==> config.mk <==
export PLATFORM = sky130hd
export DESIGN_NAME = fpw_ctrl
export DESIGN_NICKNAME = d
export VERILOG_FILES = /design/src/rtl/core/fpw_pkg.sv /design/src/rtl/core/fpw_ctrl.sv
export SDC_FILE = /design/constraint.sdc
export NUM_CORES = 1
export LEC_CHECK = 0
export ABC_CLOCK_PERIOD_IN_PS = 1700
export BUFFER_PORTS_ARGS = -buffer_cell sky130_fd_sc_hd__buf_2
export CAP_MARGIN = 30
export CORE_MARGIN = 3
export CORE_UTILIZATION = 35
export DETAILED_ROUTE_END_ITERATION = 10
export MAX_ROUTING_LAYER = met4
export SYNTH_ARGS = -nofsm -noshare
export SYNTH_HDL_FRONTEND = slang
export SYNTH_SLANG_ARGS = --single-unit
export TNS_END_PERCENT = 30
==> constraint.sdc <==
create_clock -name clk -period 1.7 [get_ports clk]
set_input_delay 0.085 -clock clk [delete_from_list [all_inputs] [get_ports clk]]
set_output_delay 0.085 -clock clk [all_outputs]
set_load 0.01 [all_outputs]
==> src/rtl/core/fpw_pkg.sv <==
// Shared types, codes and helpers for the four-level page table walker.
package fpw_pkg;

	localparam int ENTRY_W           = 64;
	localparam int VA_W              = 48;
	localparam int PA_W              = 52;
	localparam int IDX_W             = 9;
	localparam int OFF_W             = 12;
	localparam int ENTRIES_PER_TABLE = 512;

	typedef logic [1:0] mode_t;
	typedef logic [1:0] status_t;

	localparam mode_t MODE_TRANSLATE = 2'd0;
	localparam mode_t MODE_MAP       = 2'd1;
	localparam mode_t MODE_UNMAP     = 2'd2;
	localparam mode_t MODE_RSVD      = 2'd3;

	localparam status_t ST_DONE       = 2'd0;
	localparam status_t ST_UNMAPPED   = 2'd1;
	localparam status_t ST_POOL_EMPTY = 2'd2;

	// Commands from the controller to the datapath.
	typedef struct packed {
		logic    clear;
		logic    zero;
		logic    capture;
		logic    rd;
		logic    follow;
		logic    link;
		logic    wr_leaf;
		logic    set_trans;
		logic    result;
		status_t status;
	} fpw_cmd_t;

	// Status from the datapath back to the controller.
	typedef struct packed {
		logic  clr_last;
		logic  zero_last;
		mode_t mode;
		logic  link_ok;
		logic  leaf_present;
		logic  pool_empty;
		logic  last_upper;
		logic  out_free;
	} fpw_sts_t;

	// Table index for one radix level, level 0 being the root.
	function automatic logic [IDX_W-1:0] level_index(input logic [VA_W-1:0] va,
		input logic [1:0] lvl);
		logic [IDX_W-1:0] idx;
		case (lvl)
			2'd0: idx = va[47:39];
			2'd1: idx = va[38:30];
			2'd2: idx = va[29:21];
			default: idx = va[20:12];
		endcase
		return idx;
	endfunction

endpackage

==> src/rtl/core/fpw_ctrl.sv <==
// Controller state machine that sequences clearing, level walks and result hand-off.
module fpw_ctrl (
	input  logic            clk,
	input  logic            arst_n,
	input  logic            s_valid,
	output logic            s_ready,
	input  fpw_pkg::fpw_sts_t sts,
	output fpw_pkg::fpw_cmd_t cmd
);
	import fpw_pkg::*;

	typedef enum logic [3:0] {
		S_CLEAR,
		S_IDLE,
		S_READ,
		S_EVAL,
		S_ZERO,
		S_LINK,
		S_LEAF,
		S_LEAF_EVAL,
		S_DONE
	} state_t;

	state_t  state_q;
	status_t res_q;

	always_ff @(posedge clk or negedge arst_n) begin
		if (!arst_n) begin
			state_q <= S_CLEAR;
			res_q   <= ST_DONE;
		end else begin
			case (state_q)
				S_CLEAR: begin
					if (sts.clr_last) state_q <= S_IDLE;
				end
				S_IDLE: begin
					if (s_valid) begin
						res_q   <= ST_DONE;
						state_q <= S_READ;
					end
				end
				S_READ: begin
					// The reserved mode touches nothing and reports done.
					if (sts.mode == MODE_RSVD) state_q <= S_DONE;
					else state_q <= S_EVAL;
				end
				S_EVAL: begin
					if (sts.link_ok) begin
						state_q <= sts.last_upper ? S_LEAF : S_READ;
					end else if (sts.mode == MODE_TRANSLATE) begin
						res_q   <= ST_UNMAPPED;
						state_q <= S_DONE;
					end else if (sts.pool_empty) begin
						res_q   <= ST_POOL_EMPTY;
						state_q <= S_DONE;
					end else begin
						state_q <= S_ZERO;
					end
				end
				S_ZERO: begin
					// The new page is cleared before the link to it is written.
					if (sts.zero_last) state_q <= S_LINK;
				end
				S_LINK: begin
					state_q <= sts.last_upper ? S_LEAF : S_READ;
				end
				S_LEAF: begin
					if (sts.mode == MODE_TRANSLATE) state_q <= S_LEAF_EVAL;
					else state_q <= S_DONE;
				end
				S_LEAF_EVAL: begin
					if (!sts.leaf_present) res_q <= ST_UNMAPPED;
					state_q <= S_DONE;
				end
				S_DONE: begin
					if (sts.out_free) state_q <= S_IDLE;
				end
				default: state_q <= S_IDLE;
			endcase
		end
	end

	assign s_ready = (state_q == S_IDLE);

	always_comb begin
		cmd           = '0;
		cmd.clear     = (state_q == S_CLEAR);
		cmd.zero      = (state_q == S_ZERO);
		cmd.capture   = (state_q == S_IDLE) && s_valid;
		cmd.rd        = (state_q == S_READ) ||
		                ((state_q == S_LEAF) && (sts.mode == MODE_TRANSLATE));
		cmd.follow    = (state_q == S_EVAL) && sts.link_ok;
		cmd.link      = (state_q == S_LINK);
		cmd.wr_leaf   = (state_q == S_LEAF) && (sts.mode != MODE_TRANSLATE);
		cmd.set_trans = (state_q == S_LEAF_EVAL) && sts.leaf_present;
		cmd.result    = (state_q == S_DONE) && sts.out_free;
		cmd.status    = res_q;
	end

endmodule

# Word-level counts from Yosys, hierarchy flattened
# Cells that the tools add are included.
[op_classes]
n_reduce_logical = 13
n_eq_ne = 16
mux = 17
[ops]
columns = ["op", "n"]
rows = [
  ["$mux W4", 9],
  ["$pmux W4 S9", 1],
  ["$eq A4 B3 Y1 const B", 4],
  ["$ne A2 B2 Y1 const B", 6],
  ["$mux W2", 5],
  ["$eq A4 B2 Y1 const B", 2],
  ["$logic_and A1 B1 Y1", 6],
  ["$pmux W2 S3", 1],
  ["$reduce_and A5 Y1", 1],
  ["$eq A4 B1 Y1 const B", 1],
  ["$eq A4 B4 Y1 const B", 1],
  ["$logic_not A4 Y1", 1],
  ["$reduce_and A4 Y1", 1],
  ["$mux W3", 1],
  ["$ne A3 B3 Y1 const B", 1],
  ["$reduce_bool A3 Y1", 1],
  ["$eq A2 B2 Y1 const B", 1],
  ["$logic_not A2 Y1", 1],
  ["$reduce_bool A2 Y1", 1],
  ["$logic_or A1 B1 Y1", 1],
]
[totals]
reg_bits = 6
out_inout_bits = 12
word_cells = 48

# Longest topological paths before layout
# Gate-level depths: netlist of the first run.
[depth]
depth_word = 4
mapped_depth = 4
depth_no_buf = 4

# Least setup slack after synthesis of the first run
# OpenSTA, ideal clock, no wires.
[synth_path]
path_type = "register to register"
startpoint = "register state_q[2]"
endpoint = "register res_q[0]"
period_less_slack_ns = 1.245
required_ns = 1.572
setup_ns = 0.128
stages_incl_launch_ff = 4
slack_ns = 0.455
arrival_time_ns = 1.117
cell_sequence = "dfrtp_1 -> or3_2 -> a211oi_2 -> a21oi_1"
[synth_between]
elab_chain_len = 3
elab_cells_between_ends = 10
classes_between = "eq/ne (7); mux (1); reduce/logical (2)"
[synth_rtl]
columns = ["element", "line_no", "rtl"]
rows = [
  ["start: declaration", "fpw_ctrl.sv:24", "state_t state_q;"],
  ["start signal: assignment", "fpw_ctrl.sv:49", "state_q <= sts.last_upper ? S_LEAF : S_READ;"],
  ["start signal: assignment", "fpw_ctrl.sv:65", "state_q <= sts.last_upper ? S_LEAF : S_READ;"],
  ["$eq A4 B2 Y1, or another cell as far along", "fpw_ctrl.sv:32", "case (state_q)"],
  ["$ne A3 B3 Y1 (no line), or another cell as far along", "--", ""],
  ["$reduce_and A5 Y1 (no line)", "--", ""],
  ["end signal: assignment", "fpw_ctrl.sv:30", "res_q <= ST_DONE;"],
  ["end signal: assignment", "fpw_ctrl.sv:38", "res_q <= ST_DONE;"],
  ["end signal: assignment", "fpw_ctrl.sv:51", "res_q <= ST_UNMAPPED;"],
  ["end: declaration", "fpw_ctrl.sv:25", "status_t res_q;"],
]
# Parallel ways exist; a longest one is shown, timed or not.
# A chain may end at the register's enable or synchronous reset.

==> results of run 1 <==
## power by group through the flow
stage,clock (mW),combinational (mW),sequential (mW)
after global routing,0.148,0.745,0.361
after CTS,0.136,0.670,0.338
after floorplan,0,0.552,0.282
after detailed placement,0,0.666,0.339
final,0.131,0.665,0.345
after global placement,0,0.666,0.339
## through the flow
stage	utilization	std cells	power, mW	cell area (um^2)	hold WS (ns)
2_1_floorplan	-	69	0.834	557	-0.211
3_3_place_gp	0.479	106	1.01	669	-0.0867
3_5_place_dp	0.479	106	1.00	669	-0.0864
4_1_cts	0.502	110	1.14	702	0.102
5_1_grt	0.504	110	1.25	704	0.107
6_report	0.504	110	1.14	704	0.0989
## path summary, 6_finish.rpt
| kind | slack, ns | endpoint | from |
|---|---|---|---|
| hold / removal | 0.1 | state_q[3]$_DFFE_PN0P_ | sts[0] |
| min in group asynchronous | 0.18 | res_q[0]$_DFFE_PN0P_ | arst_n |
| max in group asynchronous | 1.35 | state_q[0]$_DFFE_PN0P_ | arst_n |
| setup / recovery | 0.1 | cmd[2] | state_q[2]$_DFFE_PN0P_ |
| setup reg to reg | 0.33 | state_q[0]$_DFFE_PN0P_ | state_q[2]$_DFFE_PN0P_ |
| hold reg to reg | 0.49 | res_q[1]$_DFFE_PN0P_ | res_q[1]$_DFFE_PN0P_ |
## layer usage
layer  global-route usage  share of wire  up-vias
met5                    -              0        -
met3               0.0632          0.063        0
met4               0.0511              0        0
li1                     -              -      309
met2                0.220           0.44       15
met1                0.224           0.49      257
## layout make-up
class,count,area (um^2)
Fill cell,142,694
Multi-Input combinational cell,54,344
Sequential cell,6,153
Timing Repair Buffer,27,148
Clock buffer,3,22.5
Inverter,5,18.8
Tap cell,15,18.8
## cell usage after synthesis, drive strengths merged, types with 2 or more instances
library cell / count
a211oi: 5
a21oi: 2
and3: 3
buf: 3
dfrtp: 6
inv: 5
nand2: 4
nand2b: 2
nand3: 2
nor2: 9
nor2b: 2
nor3: 5
nor4: 2
o21ai: 5
o22ai: 2
## registers in the layout, summed over array words and instances (netlist names)
| signal | count |
|---|---|
| res_q | 2 |
| state_q | 4 |
## cells by family after synthesis
| family | share of synthesized area |
|---|---|
| AND/OR/NAND/NOR | 0.346 |
| adder cells (fa/ha/maj) | 0.0202 |
| buffers and inverters | 0.112 |
| flip-flops | 0.270 |
| AO/OA/AOI/OAI | 0.252 |
## timing repair
| action | in CTS | in global routing |
|---|---|---|
| hold endpoints to repair | 6 | 0 |
| setup buffers | 0 | 0 |
| setup endpoints to repair | 0 | 2 |
| resized for setup | 0 | 2 |
| hold buffers | 1 | 0 |
==> run metrics, run 1 <==
CP max FO 11; WL final ~1.4 mm; H-tree Lvls 1; worst min-delay path class in -> reg; vias in the first global route between 400 and 500; DP Worst Slack about 0.25 ns; Req. time, crit path 1.62 ns; core area 0.00140 mm^2; iteration-0 DRC count of the detailed router 14; GRT overflow 0; count of cell types in the netlist 33; die area approximately 0.0021 mm^2; syn_nets 81; final hold viol count 0; Fmax about 620 MHz; CTS Buf Count 3; share of cells above drive strength 1 0.421; synthesized flop and latch total 6; WL/cell 13.1 um; power per cell area around 1600 mW/mm^2; status finished clean; number of enable flip-flop cells after synthesis 0; clk buf depth 2; crit-path max cell delay roughly 0.47 ns; Setup CP Type reg -> out; Max-Cap Viols 0; Pleak about 0.33 nW; via count a little under 600; row cnt 13; worst clock skew about 0.0088 ns; gpl congestion about 0.90; max-slew violations 0; die height about 46 um; Clock transition at path regs roughly 0.05 ns; Die W approximately 46 um; Synth area leaders dfrtp_1 (27%), nor2_1 (6.1%), a211oi_1 (5.4%); Min Clock Period, post-route ~1.6 ns; worst-margin pin slew roughly 0.32 ns; Clock Latency Late Sink between 0.2 and 0.3 ns; commonest non-fill, non-tap cells in the layout buf_2 (23), nor2_1 (9), inv_1 (5), o21ai_0 (5); post-synth top area cell dfrtp_1; WP depth 4; number of routed nets with antenna violations 0; Syn Inst Count ~70; P_sw 532 uW; ys async rst share 1.00; crit end category output pin; Pint 609 uW; Synth warnings 0; Critical Path, Cell by Cell buf_4 > nor3_1 > and3_1 > buf_2; Detailed Place HPWL between 1 and 1.5 mm; Tcrit/Tclk final 0.942; Reg power frac 0.303; number of port buffers 23; top-area cell type share of the netlist area 0.270; worst-case reg-to-reg path depth 5; Mapped Area around 560 um^2; Total Nets Final approximately 110; slowest cell on the critical path dfrtp_2; initial antenna violation count 0; Via density 5.28; post-synthesis sequential area ratio 0.270; Switching Fraction 0.467; largest net degree at the start of global routing 15; total track usage 0.164; CP delay by family, top simple AND/OR/NAND/NOR gates; DRC viols 0; Antenna Cells 0; combinational power share 0.583; max_slew headroom 0.789; Main synth FF type dfrtp_1; clock share of power 0.115; CTS tree yes; Layout area overhead 26.5%; Startpoint Class register; most common cell after layout, fill and taps aside buf_2; Initial Utilization 0.398; RSZ-0062 raised after global routing no; Arr. time, crit path between 1.5 and 2 ns; CP bufs+invs 2; WHS Path Cells 2; Max VDD drop between 600 and 700 uV; clock sink count 6; syn_area_per_cell roughly 8 um^2; global-route wire length before repair 2.34 mm; Final Setup Violations 0; setup TNS 0 ns; first-pass iteration count of the detailed router 4; fin worst setup slack about 0.099 ns; Ports 24; Root Driver clkbuf_4
Note: power is estimated with default switching activity, not from simulation.
==> inputs of run 2 (changes only) <==
ABC_CLOCK_PERIOD_IN_PS = 1500   (was 1700)
CTS_BUF_LIST = sky130_fd_sc_hd__clkbuf_16   (was default)
clock period = 1.5 ns   (was 1.7 ns; I/O delays follow)
==> run metrics, run 2 (synthesis gave the netlist of run 1 again) <==
Req. time, crit path about 1.6 ns; Critical Path, Cell by Cell buf_4 > maj3_2 > nor3_4 > a21oi_1 > nor4_2; iteration-0 DRC count of the detailed router 4; Multi-input gate area approximately 370 um^2; Worst Hold Endpoint state_q[3]$_DFFE_PN0P_; Fmax slightly below 700 MHz; Antenna Cells 0; max_slew headroom 0.793; Root Driver clkbuf_16; row cnt 13; global-route wire length before repair ~2.8 mm; clock sink count 6; Startpoint Class register; DP Worst Slack a little under 0.09 ns; max-slew violations 0; WL final between 1.5 and 2 mm; WHS Path Cells 2; Reg area approximately 160 um^2; max FFs per register 4; hold path startpoint sts[0]; final hold slack 0.0731 ns; Die W between 40 and 50 um; first-pass iteration count of the detailed router 4; vias in the first global route between 600 and 700; Regs by FF count state_q: 4 flops, res_q: 2 flops; CTS tree yes; Total Nets Final between 100 and 150; Biggest register state_q; worst reg-to-reg setup slack 0.04 ns; Initial Utilization 0.398; total power between 1.5 and 2 mW; worst-margin pin slew roughly 0.31 ns; die height 45.9 um; via count approximately 640; Pleak 0.419 nW; Min Clock Period, post-route about 1.5 ns; Setup CP Type reg -> reg; Detailed Place HPWL ~1.2 mm; clk buf depth 2; WL/cell around 15 um; total track usage 0.191; Clock transition at path regs around 0.030 ns; Final Setup Violations 0; commonest non-fill, non-tap cells in the layout buf_2 (23), buf_4 (15), nor2_1 (9); status finished clean; fin worst setup slack 0.0426 ns; power per cell area about 2200 mW/mm^2; slowest cell on the critical path dfrtp_2; H-tree Lvls 1; Max-Cap Viols 0; worst clock skew around 0.0028 ns; Max VDD drop 894 uV; worst-case reg-to-reg path depth 5; Via density 5.21; largest net degree at the start of global routing 11; Arr. time, crit path 1.59 ns; Ports 24; Clock Latency Late Sink ~0.23 ns; CTS Buf Count 3; initial antenna violation count 0; Reg-to-Reg Start state_q[2]$_DFFE_PN0P_; core area 0.00140 mm^2; crit end category register; Layout area overhead 57.3%; CP max FO 5; number of routed nets with antenna violations 0; RSZ-0062 raised after global routing yes; crit-path max cell delay 0.43 ns; GRT overflow 0; final hold viol count 0; most common cell after layout, fill and taps aside buf_2; Filler cells between 100 and 150; gpl congestion roughly 0.86; number of port buffers 23; worst min-delay path class in -> reg; DRC viols 0; Tcrit/Tclk final 0.972; share of cells above drive strength 1 0.523; RR Endpoint state_q[1]$_DFFE_PN0P_; die area 0.00211 mm^2
run 2: cell count changes in the layout (fill, tap and decap cells not counted), sizes merged:
cell,previous run,this run
buf,26,38
run 2: layout make-up:
| cell class | instances | share of cell area |
|---|---|---|
| Inverter | 5 | 0.0214 |
| Sequential cell | 6 | 0.177 |
| Clock buffer | 3 | 0.0857 |
| Timing Repair Buffer | 39 | 0.271 |
| Tap cell | 15 | 0.0214 |
| Multi-Input combinational cell | 54 | 0.423 |
run 2: critical path, delay by kind of cell (launching register included):
kind	cells	cell delay [ns]
flip-flops	1	0.43
AND/OR/NAND/NOR	2	0.36
adder cells (fa/ha/maj)	1	0.33
buffers and inverters	1	0.15
AO/OA/AOI/OAI	1	0.08
run 2: per-layer routing:
| metal | global-route usage | part of all wire | vias up |
|---|---|---|---|
| met5 | - | 0 | - |
| met4 | 0.0568 | 0.0067 | 0 |
| met3 | 0.0632 | 0.053 | 2 |
| met2 | 0.286 | 0.49 | 16 |
| met1 | 0.243 | 0.45 | 291 |
| li1 | - | - | 327 |
run 2: where the power goes:
part | internal, mW | switching (mW)
Clock | 0.342 | 0.0934
Combinational | 0.567 | 0.534
Sequential | 0.246 | 0.113
run 2: how the worst max path moves through the flow:
stage               slack, ns                    from                      to  depth (start not counted)
floorplan                0.25  state_q[2]$_DFFE_PN0P_    res_q[0]$_DFFE_PN0P_                          3
finish                   0.04  state_q[2]$_DFFE_PN0P_  state_q[1]$_DFFE_PN0P_                          5
detailed placement       0.09  state_q[1]$_DFFE_PN0P_    res_q[1]$_DFFE_PN0P_                          4
global placement         0.10  state_q[1]$_DFFE_PN0P_    res_q[1]$_DFFE_PN0P_                          4
CTS                      0.02  state_q[0]$_DFFE_PN0P_                 s_ready                          4
global route            -0.04  state_q[2]$_DFFE_PN0P_  state_q[1]$_DFFE_PN0P_                          5
run 2: stage by stage:
step / cell area, um^2 / util / instances / setup TNS, ns
3_5_place_dp: 707 / 0.505 / 111 / 0
2_1_floorplan: 557 / - / 69 / 0
5_1_grt: 876 / 0.626 / 122 / -0.0943
3_3_place_gp: 707 / 0.505 / 111 / 0
6_report: 876 / 0.626 / 122 / 0
4_1_cts: 831 / 0.594 / 119 / 0
run 2: repair_timing:
item / CTS / global route
setup endpoints to repair: 2 / 7
hold buffers: 1 / 0
setup buffers: 4 / 3
gates resized for setup: 4 / 5
hold endpoints to repair: 6 / 0
==> inputs of run 3 (changes only) <==
BUFFER_PORTS_ARGS = default   (was -buffer_cell sky130_fd_sc_hd__buf_2)
DONT_BUFFER_PORTS = 1   (was default)
==> run metrics, run 3 (synthesis gave the netlist of run 1 again) <==
status finished clean; clk buf depth 2; Via density ~6; Reg area ~150 um^2; die area between 0.002 and 0.0025 mm^2; via count between 500 and 600; RSZ-0062 raised after global routing yes; most common cell after layout, fill and taps aside nor2_1; fin worst setup slack 0.0229 ns; row cnt 13; CTS Buf Count 3; max-slew violations 0; worst min-delay path class in -> reg; Pleak between 0.2 and 0.3 nW; Worst Hold Endpoint state_q[0]$_DFFE_PN0P_; Root Driver clkbuf_16; Antenna Cells 0; largest net degree at the start of global routing 13; vias in the first global route ~500; GRT overflow 0; Final Setup Violations 0; slowest cell on the critical path or3_2; power per cell area ~2300 mW/mm^2; Detailed Place HPWL between 1 and 1.5 mm; global-route wire length before repair around 2.3 mm; initial antenna violation count 0; Startpoint Class register; Max VDD drop roughly 1100 uV; postcts setup bufs 0; worst reg-to-reg setup slack ~0.1 ns; RR Endpoint res_q[0]$_DFFE_PN0P_; Filler cells around 140; die height between 40 and 50 um; total track usage 0.153; Reg-to-Reg Start state_q[2]$_DFFE_PN0P_; CTS tree yes; Setup CP Type reg -> out; iteration-0 DRC count of the detailed router 19; Tcrit/Tclk final 0.985; worst-case reg-to-reg path depth 4; WL final between 1.5 and 2 mm; total power 1.59 mW; Fmax between 600 and 700 MHz; final hold viol count 0; CP max FO 12; WL/cell 16.5 um; DP Worst Slack about 0.071 ns; worst clock skew between 0.0009 and 0.001 ns; core area ~0.0014 mm^2; max_slew headroom 0.763; Clock Latency Late Sink roughly 0.22 ns; Biggest register state_q; crit end category output pin; number of routed nets with antenna violations 0; H-tree Lvls 1; Initial Utilization 0.398; DRC viols 0; worst-margin pin slew around 0.35 ns; Critical Path, Cell by Cell or3_2 > nor2_2; first-pass iteration count of the detailed router 4; Req. time, crit path about 1.4 ns; Arr. time, crit path 1.40 ns; crit-path max cell delay around 0.53 ns; number of port buffers 0; Die W 45.9 um; hold path startpoint sts[8]; clock sink count 6; commonest non-fill, non-tap cells in the layout nor2_1 (8), buf_4 (7), inv_1 (5), o21ai_0 (5); Multi-input gate area 357 um^2; Min Clock Period, post-route approximately 1.5 ns; max FFs per register 4; Ports 24; Max-Cap Viols 0; WHS Path Cells 2; Regs by FF count state_q: 4 flops, res_q: 2 flops; Clock transition at path regs roughly 0.03 ns; share of cells above drive strength 1 0.312; Layout area overhead 24.7%; Total Nets Final between 90 and 100; gpl congestion a little under 0.9
[run 3: cell count changes in the layout (fill, tap and decap cells not counted), sizes merged]
cell | before | now
dlygate4sd3 | 1 | 2
buf | 38 | 7
[run 3: per-layer routing]
layer	vias up	global-route usage	part of all wire
li1	270	-	-
met1	260	0.181	0.44
met4	0	0.0341	0
met5	-	-	0
met2	22	0.250	0.49
met3	0	0.0514	0.070
[run 3: worst max path at each step]
stage / from / end / slack [ns]
floorplan: state_q[2]$_DFFE_PN0P_ / res_q[0]$_DFFE_PN0P_ / 0.25
global placement: state_q[2]$_DFFE_PN0P_ / res_q[0]$_DFFE_PN0P_ / 0.09
detailed placement: state_q[2]$_DFFE_PN0P_ / res_q[0]$_DFFE_PN0P_ / 0.07
CTS: state_q[2]$_DFFE_PN0P_ / s_ready / 0.03
global route: state_q[2]$_DFFE_PN0P_ / s_ready / -0.008
finish: state_q[2]$_DFFE_PN0P_ / s_ready / 0.02
[run 3: critical path, delay by kind of cell, from the launching register on]
kind / cells / cell delay, ns
DFF: 1 / 0.49
and+or+nand+nor: 2 / 0.69
[run 3: through the flow]
stage               cell area, um^2  cells  utilization  hold slack, ns  setup TNS [ns]
global placement                584     87        0.418          -0.220               0
finish                          694     92        0.496          0.0498               0
floorplan                       557     69            -          -0.221               0
global route                    694     92        0.496          0.0804        -0.00767
CTS                             683     92        0.488          0.0511               0
detailed placement              584     87        0.418          -0.220               0
[run 3: timing repair]
item	CTS	global route
endpoints found under the setup margin	1	6
resized for setup	2	3
hold endpoints to repair	7	0
hold buffers	2	0
[run 3: cell type report]
type,count,share of cell area
clock buffer,3,0.108
inverter,5,0.0270
multi-input combinational,54,0.514
sequential,6,0.220
tap,15,0.0270
timing repair buffer,9,0.105
[run 3: report_power, final]
| part | internal (mW) | switching [mW] | total [mW] |
|---|---|---|---|
| sequential | 0.241 | 0.158 | 0.399 |
| clock | 0.341 | 0.0757 | 0.416 |
| combinational | 0.360 | 0.419 | 0.779 |
| total | 0.942 | 0.652 | 1.59 |
